--- config.mk ---
export PLATFORM = sky130hd
export DESIGN_NAME = file_read_bucket_cache_core
export DESIGN_NICKNAME = d
export VERILOG_FILES = /design/src/frbc_pkg.sv /design/src/frbc_datapath.sv /design/src/frbc_ctrl.sv /design/src/file_read_bucket_cache_core.sv
export SDC_FILE = /design/constraint.sdc
export NUM_CORES = 2
export LEC_CHECK = 0
export ABC_CLOCK_PERIOD_IN_PS = 17600
export BUFFER_PORTS_ARGS = -buffer_cell sky130_fd_sc_hd__buf_2
export CORE_ASPECT_RATIO = 2
export CORE_MARGIN = 5
export CORE_UTILIZATION = 58
export CTS_BUF_LIST = sky130_fd_sc_hd__clkbuf_4 sky130_fd_sc_hd__clkbuf_8
export CTS_CLUSTER_DIAMETER = 150
export DETAILED_ROUTE_END_ITERATION = 6
export PLACE_DENSITY_LB_ADDON = 0.25
export SKIP_CTS_REPAIR_TIMING = 1
export SYNTH_ARGS = -nofsm -noshare
export SYNTH_HDL_FRONTEND = slang
export SYNTH_SLANG_ARGS = --single-unit
--- constraint.sdc ---
create_clock -name clk -period 17.6 [get_ports clk]
set_input_delay 3.52 -clock clk [delete_from_list [all_inputs] [get_ports clk]]
set_output_delay 3.52 -clock clk [all_outputs]
set_load 0.1 [all_outputs]
--- src/frbc_pkg.sv ---
// Shared types and constants of the file read bucket cache.
package frbc_pkg;

	localparam int NUM_BUCKETS_DEF = 8;
	localparam int MAX_CHUNKS_DEF  = 64;

	// Configuration register indexes
	localparam logic REG_FILE_LENGTH = 1'b0;
	localparam logic REG_MAX_CACHE   = 1'b1;

	// Input commands and seek origins
	localparam logic       CMD_READ   = 1'b0;
	localparam logic       CMD_SEEK   = 1'b1;
	localparam logic [1:0] ORG_BEGIN  = 2'd0;
	localparam logic [1:0] ORG_CUR    = 2'd1;
	localparam logic [1:0] ORG_END    = 2'd2;

	// Controller to datapath commands
	typedef struct packed {
		logic clear;     // reopen the file
		logic cfg_we;    // load a register
		logic load;      // capture an input item
		logic setup;     // derive cache size and bucket size
		logic seek;      // apply a seek and form its result
		logic empty;     // form the empty-read result
		logic search;    // step the tag and victim scan
		logic chunk;     // update state and form a chunk result
	} frbc_cmd_t;

	// Datapath to controller status
	typedef struct packed {
		logic is_seek;
		logic can_read;  // another chunk may be served
		logic scan_done;
		logic fin;       // the chunk just formed ends the request
	} frbc_sts_t;

endpackage

--- src/frbc_datapath.sv ---
// Datapath: registers, bucket tables, scan and chunk arithmetic.
module frbc_datapath #(
	parameter int MAX_CHUNKS  = frbc_pkg::MAX_CHUNKS_DEF,
	localparam int NUM_BUCKETS = frbc_pkg::NUM_BUCKETS_DEF,
	localparam int BW = $clog2(NUM_BUCKETS),
	localparam int CW = $clog2(MAX_CHUNKS + 1)
) (
	input  logic                    clk,
	input  logic                    arst_n,
	input  frbc_pkg::frbc_cmd_t     cmd,
	output frbc_pkg::frbc_sts_t     sts,
	input  logic                    cfg_index,
	input  logic [31:0]             cfg_data,
	input  logic                    in_command,
	input  logic [1:0]              in_seek_origin,
	input  logic signed [32:0]      in_amount,
	output logic [2:0]              bucket_index,
	output logic [31:0]             bucket_offset,
	output logic [31:0]             chunk_bytes,
	output logic                    fetch,
	output logic [31:0]             fetch_offset,
	output logic [31:0]             fetch_bytes,
	output logic [31:0]             position,
	output logic [31:0]             total_bytes,
	output logic                    last
);

	localparam logic [1:0] ORG_BEGIN_C = frbc_pkg::ORG_BEGIN;
	localparam logic [1:0] ORG_CUR_C   = frbc_pkg::ORG_CUR;
	localparam logic [1:0] ORG_END_C   = frbc_pkg::ORG_END;

	logic [31:0] file_length_q, max_cache_q;
	logic [31:0] bucket_start_q [NUM_BUCKETS];
	logic [NUM_BUCKETS-1:0] bucket_valid_q;
	logic [31:0] last_use_q [NUM_BUCKETS];
	logic [31:0] use_counter_q, file_position_q;

	logic        command_q;
	logic [1:0]  origin_q;
	logic signed [32:0] amount_q;
	logic [31:0] bsize_q, left_q, total_q;
	logic        whole_q;
	logic [CW-1:0] nchunk_q;

	// scan state
	logic [BW-1:0] scan_q;
	logic          hit_q;
	logic [BW-1:0] hit_idx_q, vic_idx_q;
	logic [31:0]   vic_use_q;

	logic [31:0] cache_sz;
	logic [32:0] start_ext, end_ext;
	logic        in_range;
	logic [BW-1:0] sel;
	logic [31:0] new_start, lim, off, rem, cnt, new_pos;
	logic [CW-1:0] n_next;
	logic        scan_last;
	logic signed [34:0] np;

	assign cache_sz = (max_cache_q != 32'd0 && max_cache_q < file_length_q)
		? max_cache_q : file_length_q;

	// range test of the bucket under scan
	assign start_ext = {1'b0, bucket_start_q[scan_q]};
	assign end_ext   = start_ext + {1'b0, bsize_q};
	assign in_range  = bucket_valid_q[scan_q] &&
		({1'b0, file_position_q} >= start_ext) && ({1'b0, file_position_q} < end_ext);
	assign scan_last = whole_q || (scan_q == BW'(NUM_BUCKETS - 1));

	// chunk arithmetic for the chosen bucket
	assign sel = hit_q ? hit_idx_q : (whole_q ? '0 : vic_idx_q);
	assign lim = file_length_q - bsize_q;
	assign new_start = hit_q ? bucket_start_q[sel]
		: (whole_q ? 32'd0 : (file_position_q < lim ? file_position_q : lim));
	assign off = file_position_q - new_start;
	assign rem = bsize_q - off;
	assign cnt = left_q < rem ? left_q : rem;
	assign new_pos = file_position_q + cnt;
	assign n_next = nchunk_q + CW'(1);

	// seek target before clamping
	always_comb begin
		np = {3'b000, file_position_q};
		case (origin_q)
			ORG_BEGIN_C: np = 35'(amount_q);
			ORG_CUR_C:   np = {3'b000, file_position_q} + 35'(amount_q);
			ORG_END_C:   np = {3'b000, file_length_q} - 35'(amount_q);
			default:     np = {3'b000, file_position_q};
		endcase
	end

	assign sts.is_seek   = (command_q == frbc_pkg::CMD_SEEK);
	assign sts.can_read  = (left_q != 32'd0) && (file_position_q < file_length_q)
		&& (bsize_q != 32'd0) && (nchunk_q < CW'(MAX_CHUNKS));
	assign sts.scan_done = scan_last || in_range;
	assign sts.fin       = last;

	// control registers and tables
	always_ff @(posedge clk or negedge arst_n) begin
		if (!arst_n) begin
			file_length_q   <= '0;
			max_cache_q     <= '0;
			bucket_valid_q  <= '0;
			use_counter_q   <= '0;
			file_position_q <= '0;
			for (int i = 0; i < NUM_BUCKETS; i++) begin
				last_use_q[i] <= '0;
			end
		end else begin
			if (cmd.cfg_we) begin
				if (cfg_index == frbc_pkg::REG_FILE_LENGTH) file_length_q <= cfg_data;
				else max_cache_q <= cfg_data;
			end
			if (cmd.clear) begin
				bucket_valid_q  <= '0;
				use_counter_q   <= '0;
				file_position_q <= '0;
				for (int i = 0; i < NUM_BUCKETS; i++) begin
					last_use_q[i] <= '0;
				end
			end
			if (cmd.seek) begin
				if (np < 0) file_position_q <= '0;
				else if (np > $signed({3'b000, file_length_q})) file_position_q <= file_length_q;
				else file_position_q <= np[31:0];
			end
			if (cmd.chunk) begin
				bucket_valid_q[sel] <= 1'b1;
				use_counter_q       <= use_counter_q + 32'd1;
				last_use_q[sel]     <= use_counter_q + 32'd1;
				file_position_q     <= new_pos;
			end
		end
	end

	// bucket start table (reset to zero)
	always_ff @(posedge clk or negedge arst_n) begin
		if (!arst_n) begin
			for (int i = 0; i < NUM_BUCKETS; i++) begin
				bucket_start_q[i] <= '0;
			end
		end else if (cmd.chunk && !hit_q) begin
			bucket_start_q[sel] <= new_start;
		end
	end

	// item capture, scan and result registers
	always_ff @(posedge clk) begin
		if (cmd.load) begin
			command_q <= in_command;
			origin_q  <= in_seek_origin;
			amount_q  <= in_amount;
		end
		if (cmd.setup) begin
			whole_q  <= (cache_sz == file_length_q);
			bsize_q  <= (cache_sz == file_length_q) ? file_length_q
				: 32'(cache_sz / NUM_BUCKETS);
			left_q   <= amount_q[32] ? 32'd0 : amount_q[31:0];
			total_q  <= '0;
			nchunk_q <= '0;
			scan_q   <= '0;
			hit_q    <= 1'b0;
			vic_idx_q <= '0;
			vic_use_q <= last_use_q[0];
		end
		if (cmd.search) begin
			if (in_range) begin
				hit_q     <= 1'b1;
				hit_idx_q <= scan_q;
			end else if (last_use_q[scan_q] < vic_use_q) begin
				vic_idx_q <= scan_q;
				vic_use_q <= last_use_q[scan_q];
			end
			if (!scan_last) scan_q <= scan_q + BW'(1);
		end
		if (cmd.seek || cmd.empty) begin
			bucket_index  <= '0;
			bucket_offset <= '0;
			chunk_bytes   <= '0;
			fetch         <= 1'b0;
			fetch_offset  <= '0;
			fetch_bytes   <= '0;
			total_bytes   <= '0;
			last          <= 1'b1;
			position      <= cmd.seek
				? ((np < 0) ? 32'd0
				: (np > $signed({3'b000, file_length_q})) ? file_length_q : np[31:0])
				: file_position_q;
		end
		if (cmd.chunk) begin
			bucket_index  <= 3'(sel);
			bucket_offset <= off;
			chunk_bytes   <= cnt;
			fetch         <= !hit_q;
			fetch_offset  <= hit_q ? 32'd0 : new_start;
			fetch_bytes   <= hit_q ? 32'd0 : bsize_q;
			position      <= new_pos;
			total_bytes   <= total_q + cnt;
			last          <= (left_q == cnt) || (new_pos >= file_length_q)
				|| (n_next >= CW'(MAX_CHUNKS));
			left_q        <= left_q - cnt;
			total_q       <= total_q + cnt;
			nchunk_q      <= n_next;
			scan_q        <= '0;
			hit_q         <= 1'b0;
			vic_idx_q     <= '0;
			vic_use_q     <= (sel == '0) ? use_counter_q + 32'd1 : last_use_q[0];
		end
	end

endmodule

--- src/frbc_ctrl.sv ---
// Controller state machine of the file read bucket cache.
module frbc_ctrl (
	input  logic                clk,
	input  logic                arst_n,
	input  logic                in_valid,
	output logic                in_ready,
	output logic                out_valid,
	input  logic                out_ready,
	input  logic                cfg_valid,
	output logic                cfg_ready,
	input  logic [31:0]         cfg_index,
	output frbc_pkg::frbc_cmd_t cmd,
	input  frbc_pkg::frbc_sts_t sts
);

	localparam logic [2:0] ST_IDLE  = 3'd0;
	localparam logic [2:0] ST_SETUP = 3'd1;
	localparam logic [2:0] ST_DISP  = 3'd2;
	localparam logic [2:0] ST_SCAN  = 3'd3;
	localparam logic [2:0] ST_CHUNK = 3'd4;
	localparam logic [2:0] ST_OUT   = 3'd5;

	logic [2:0] state_q, state_d;
	logic       fin_q, fin_d;

	// a pending register write takes the idle slot before an input item
	assign in_ready  = (state_q == ST_IDLE) && !cfg_valid;
	assign cfg_ready = (state_q == ST_IDLE);
	assign out_valid = (state_q == ST_OUT);

	// decode state into datapath commands
	always_comb begin
		cmd     = '0;
		state_d = state_q;
		fin_d   = fin_q;
		case (state_q)
			ST_IDLE: begin
				if (cfg_valid) begin
					cmd.cfg_we = (cfg_index[31:1] == 31'd0);
					cmd.clear  = (cfg_index[31:1] == 31'd0);
				end else if (in_valid) begin
					cmd.load = 1'b1;
					state_d  = ST_SETUP;
				end
			end
			ST_SETUP: begin
				cmd.setup = 1'b1;
				state_d   = ST_DISP;
			end
			ST_DISP: begin
				if (sts.is_seek) begin
					cmd.seek = 1'b1;
					fin_d    = 1'b1;
					state_d  = ST_OUT;
				end else if (sts.can_read) begin
					state_d = ST_SCAN;
				end else begin
					cmd.empty = 1'b1;
					fin_d     = 1'b1;
					state_d   = ST_OUT;
				end
			end
			ST_SCAN: begin
				cmd.search = 1'b1;
				if (sts.scan_done) state_d = ST_CHUNK;
			end
			ST_CHUNK: begin
				cmd.chunk = 1'b1;
				fin_d     = 1'b0;
				state_d   = ST_OUT;
			end
			ST_OUT: begin
				if (out_ready) state_d = (fin_q || sts.fin) ? ST_IDLE : ST_SCAN;
			end
			default: state_d = ST_IDLE;
		endcase
	end

	// advance state
	always_ff @(posedge clk or negedge arst_n) begin
		if (!arst_n) begin
			state_q <= ST_IDLE;
			fin_q   <= 1'b0;
		end else begin
			state_q <= state_d;
			fin_q   <= fin_d;
		end
	end

endmodule

--- src/file_read_bucket_cache_core.sv ---
// Top level of the file read bucket cache: controller plus datapath.
// A read is split into chunks, one result transfer per chunk; each chunk costs
// a tag and LRU scan of one bucket per cycle (it stops at the first hit, covers
// all NUM_BUCKETS buckets on a miss and only bucket 0 in whole-file mode), an
// update state and an output state, and a read first passes through acceptance,
// setup and dispatch. A seek or empty read passes through acceptance, setup,
// dispatch and output. Output stalls hold the output state.
// One item is in work at a time; configuration writes are taken only while
// idle, win over a waiting input item and, to register 0 or 1, reopen the file.
module file_read_bucket_cache_core #(
	parameter int MAX_CHUNKS  = frbc_pkg::MAX_CHUNKS_DEF
) (
	input  logic               clk,
	input  logic               arst_n,
	input  logic               cfg_valid,
	output logic               cfg_ready,
	input  logic [31:0]        cfg_index,
	input  logic [31:0]        cfg_data,
	input  logic               in_valid,
	output logic               in_ready,
	input  logic               command,
	input  logic [1:0]         seek_origin,
	input  logic signed [32:0] amount,
	output logic               out_valid,
	input  logic               out_ready,
	output logic [2:0]         bucket_index,
	output logic [31:0]        bucket_offset,
	output logic [31:0]        chunk_bytes,
	output logic               fetch,
	output logic [31:0]        fetch_offset,
	output logic [31:0]        fetch_bytes,
	output logic [31:0]        position,
	output logic [31:0]        total_bytes,
	output logic               last
);

	frbc_pkg::frbc_cmd_t cmd;
	frbc_pkg::frbc_sts_t sts;

	frbc_ctrl u_ctrl (
		.clk, .arst_n, .in_valid, .in_ready, .out_valid, .out_ready,
		.cfg_valid, .cfg_ready, .cfg_index, .cmd, .sts
	);

	frbc_datapath #(.MAX_CHUNKS(MAX_CHUNKS)) u_dp (
		.clk, .arst_n, .cmd, .sts,
		.cfg_index(cfg_index[0]), .cfg_data,
		.in_command(command), .in_seek_origin(seek_origin), .in_amount(amount),
		.bucket_index, .bucket_offset, .chunk_bytes, .fetch, .fetch_offset,
		.fetch_bytes, .position, .total_bytes, .last
	);

endmodule

==> impl_metrics.json <==
{
  "grt_pass1_vias": 62400,
  "cts_buffer_depth": 3,
  "synthArstFlopShare_pct": 63.2,
  "synth_nets": 7458,
  "postLayoutCellArea_um2": 79400,
  "slew_headroom_pct": 6.92,
  "detail_route.drc_violations": 0,
  "cts.htree.levels": 4,
  "synthDistinctLibCells": 93,
  "worst_slew_pin_slew_ps": 1400,
  "ant_nets": 0,
  "drt_iter0_markers": 4834,
  "grt_usage_pct": 40.8,
  "synthTopCellsByArea": "dfrtp_1 (25%), edfxtp_1 (15%), ha_1 (11%), mux4_2 (5.4%), o21ai_0 (5.2%)",
  "ys_seq_area_share_pct": 41.2,
  "critPathLaunchType": "flip-flop",
  "die_h_um": 488,
  "grt_pass1_wl_um": 375000,
  "firstDrtPassIters": 7,
  "syn_inst": 6782,
  "dpl_worst_slack_ps": -2000,
  "cts_num_sinks": 1031,
  "largest_registers": "u_dp.bucket_start_q x256, u_dp.last_use_q x256, u_dp.amount_q x33",
  "cts_root_buf": "clkbuf_8",
  "yosysTopAreaCellShare_pct": 24.6,
  "avgSynthCellArea_um2": 9.77,
  "rsz0062_at_grt": "yes",
  "avgRoutedWirePerCell_um": 27.2,
  "ys_warn_count": 0,
  "drv_cap": 0,
  "io_pins": 305,
  "cts_buffers": 151,
  "cp.arrival_ps": 18240,
  "fin_nets": 8426,
  "cts_tree": "done",
  "fmax_mhz": 56.7,
  "placed_cell_area_um2": 74800,
  "syn_area_um2": 66300,
  "cp_common_cell": "a21o_1",
  "fp-row-count": 175,
  "vias": 60800,
  "synth_ff_type": "dfrtp_1",
  "yosys_register_bits": 1031,
  "drive_above_1_share_pct": 24.5,
  "status": "finished with violations",
  "area_growth_pct": 19.9,
  "worstHoldPathType": "reg -> reg",
  "dp_hpwl_um": 189000,
  "setup_ws_ps": -34.3,
  "worst_ep_required_time_ps": 18210,
  "clk_latency_ps": 930,
  "r2r_setup_slack_ps": -30,
  "critPathCaptureType": "flip-flop",
  "initial_core_util_pct": 58.3,
  "grt.overflow.total": 0,
  "fin_skew_ps": 48.0,
  "place.gp.congestion": 1.04,
  "crit_fanout": 5,
  "rr_endpoint": "u_dp.last",
  "cp_slowest_stage_delay_ps": 410,
  "final_common_cell": "buf_4",
  "synth-edff-count": 340,
  "fin_crit_sh_pct": 100,
  "core_um2": 114000,
  "dieArea_um2": 122000,
  "crit_slowest_cell": "fa_2",
  "clkTransAtPathRegs_ps": 70,
  "worstRegToRegCells": 101,
  "worstSetupStartpoint": "u_dp.file_length_q[0]",
  "hold_viol": 0,
  "crit_type": "reg -> reg",
  "grt_max_degree": 160,
  "wirelength_um": 256000,
  "setup_violations": 1,
  "timing.rr.start": "u_dp.file_length_q[0]",
  "failed_checks": "negative setup slack",
  "drv_slew": 0,
  "min_period_ps": 17630,
  "io_buffers": 304,
  "vias_per_cell": 6.48,
  "critPathCapture": "u_dp.last",
  "yosys.area.top_type": "dfrtp_1",
  "final_cell_mix": "buf_4 (848), nand2_1 (670), o21ai_0 (653), dfrtp_1 (652), ha_1 (547)",
  "antenna_found_initial": 5,
  "die_w_um": 249
}
[per-stage QoR]
step / hold slack [ps] / instances / TNS (ps) / util (%)
3_3_place_gp: 453 / 9065 / -43480 / 65.8
2_1_floorplan: 432 / 6782 / 0 / -
3_5_place_dp: 464 / 9065 / -54170 / 65.8
4_1_cts: 481 / 9347 / -60940 / 68.8
5_1_grt: 510 / 9385 / -6620 / 69.9
6_report: 481 / 9386 / -34.3 / 69.9
[final cells by class]
class / count / area (µm²)
Tap cell: 1504 / 1880
Clock inverter: 48 / 526
Multi-Input combinational cell: 5069 / 37500
Timing Repair Buffer: 1164 / 8070
Antenna cell: 3 / 7.51
Inverter: 333 / 1250
Fill cell: 8842 / 34200
Clock buffer: 234 / 2880
Sequential cell: 1031 / 27300
[synthesized netlist by cell type (117+ instances only)]
library cell,n
a21o_1,160
a21oi_1,375
clkbuf_1,283
dfrtp_1,652
edfxtp_1,340
ha_1,562
inv_1,331
mux2i_1,117
mux4_2,158
nand2_1,687
nand3_1,333
nor2_1,452
o21ai_0,692
xnor2_1,153
xor2_1,143
[logic make-up after synthesis]
group,share of synthesized area [%]
flops,41.2
xor+xnor,3.97
mux,8.85
compound gates,17.6
fa+ha+maj,10.9
buf+inv,3.87
simple gates,13.6
[layer usage]
metal  up-vias  GRT usage, %  part of all wire [%]
li1      26800             -                     -
met1     29300          42.4                    32
met2      3438          69.6                    48
met3      1286          6.90                   7.6
met4         0          38.2                    12
met5         -             0                     0
[worst min path at each step]
stage / from / cells past startpoint / slack, ps / endpoint
floorplan: u_dp.scan_q[1] / 0 / 430 / u_dp.hit_idx_q[1]
global placement: u_dp.bucket_valid_q[2] / 2 / 450 / u_dp.bucket_valid_q[2]
detailed placement: u_dp.bucket_valid_q[2] / 2 / 460 / u_dp.bucket_valid_q[2]
CTS: u_dp.bucket_valid_q[2] / 2 / 480 / u_dp.bucket_valid_q[2]
global route: u_dp.bucket_valid_q[1] / 2 / 510 / u_dp.bucket_valid_q[1]
finish: u_dp.bucket_valid_q[0] / 2 / 480 / u_dp.bucket_valid_q[0]
[worst max-delay path: cells and delay by family, from the launching register on]
family / cells / cell delay, ps
AO/OA/AOI/OAI: 55 / 9430
adder cells (fa/ha/maj): 10 / 2780
AND/OR/NAND/NOR: 20 / 2780
buffers and inverters: 13 / 1460
XOR/XNOR: 3 / 500
flip-flops: 1 / 390
Power is not shown: default switching activity piles up to over one toggle a cycle in this logic, so the estimate is an artifact.
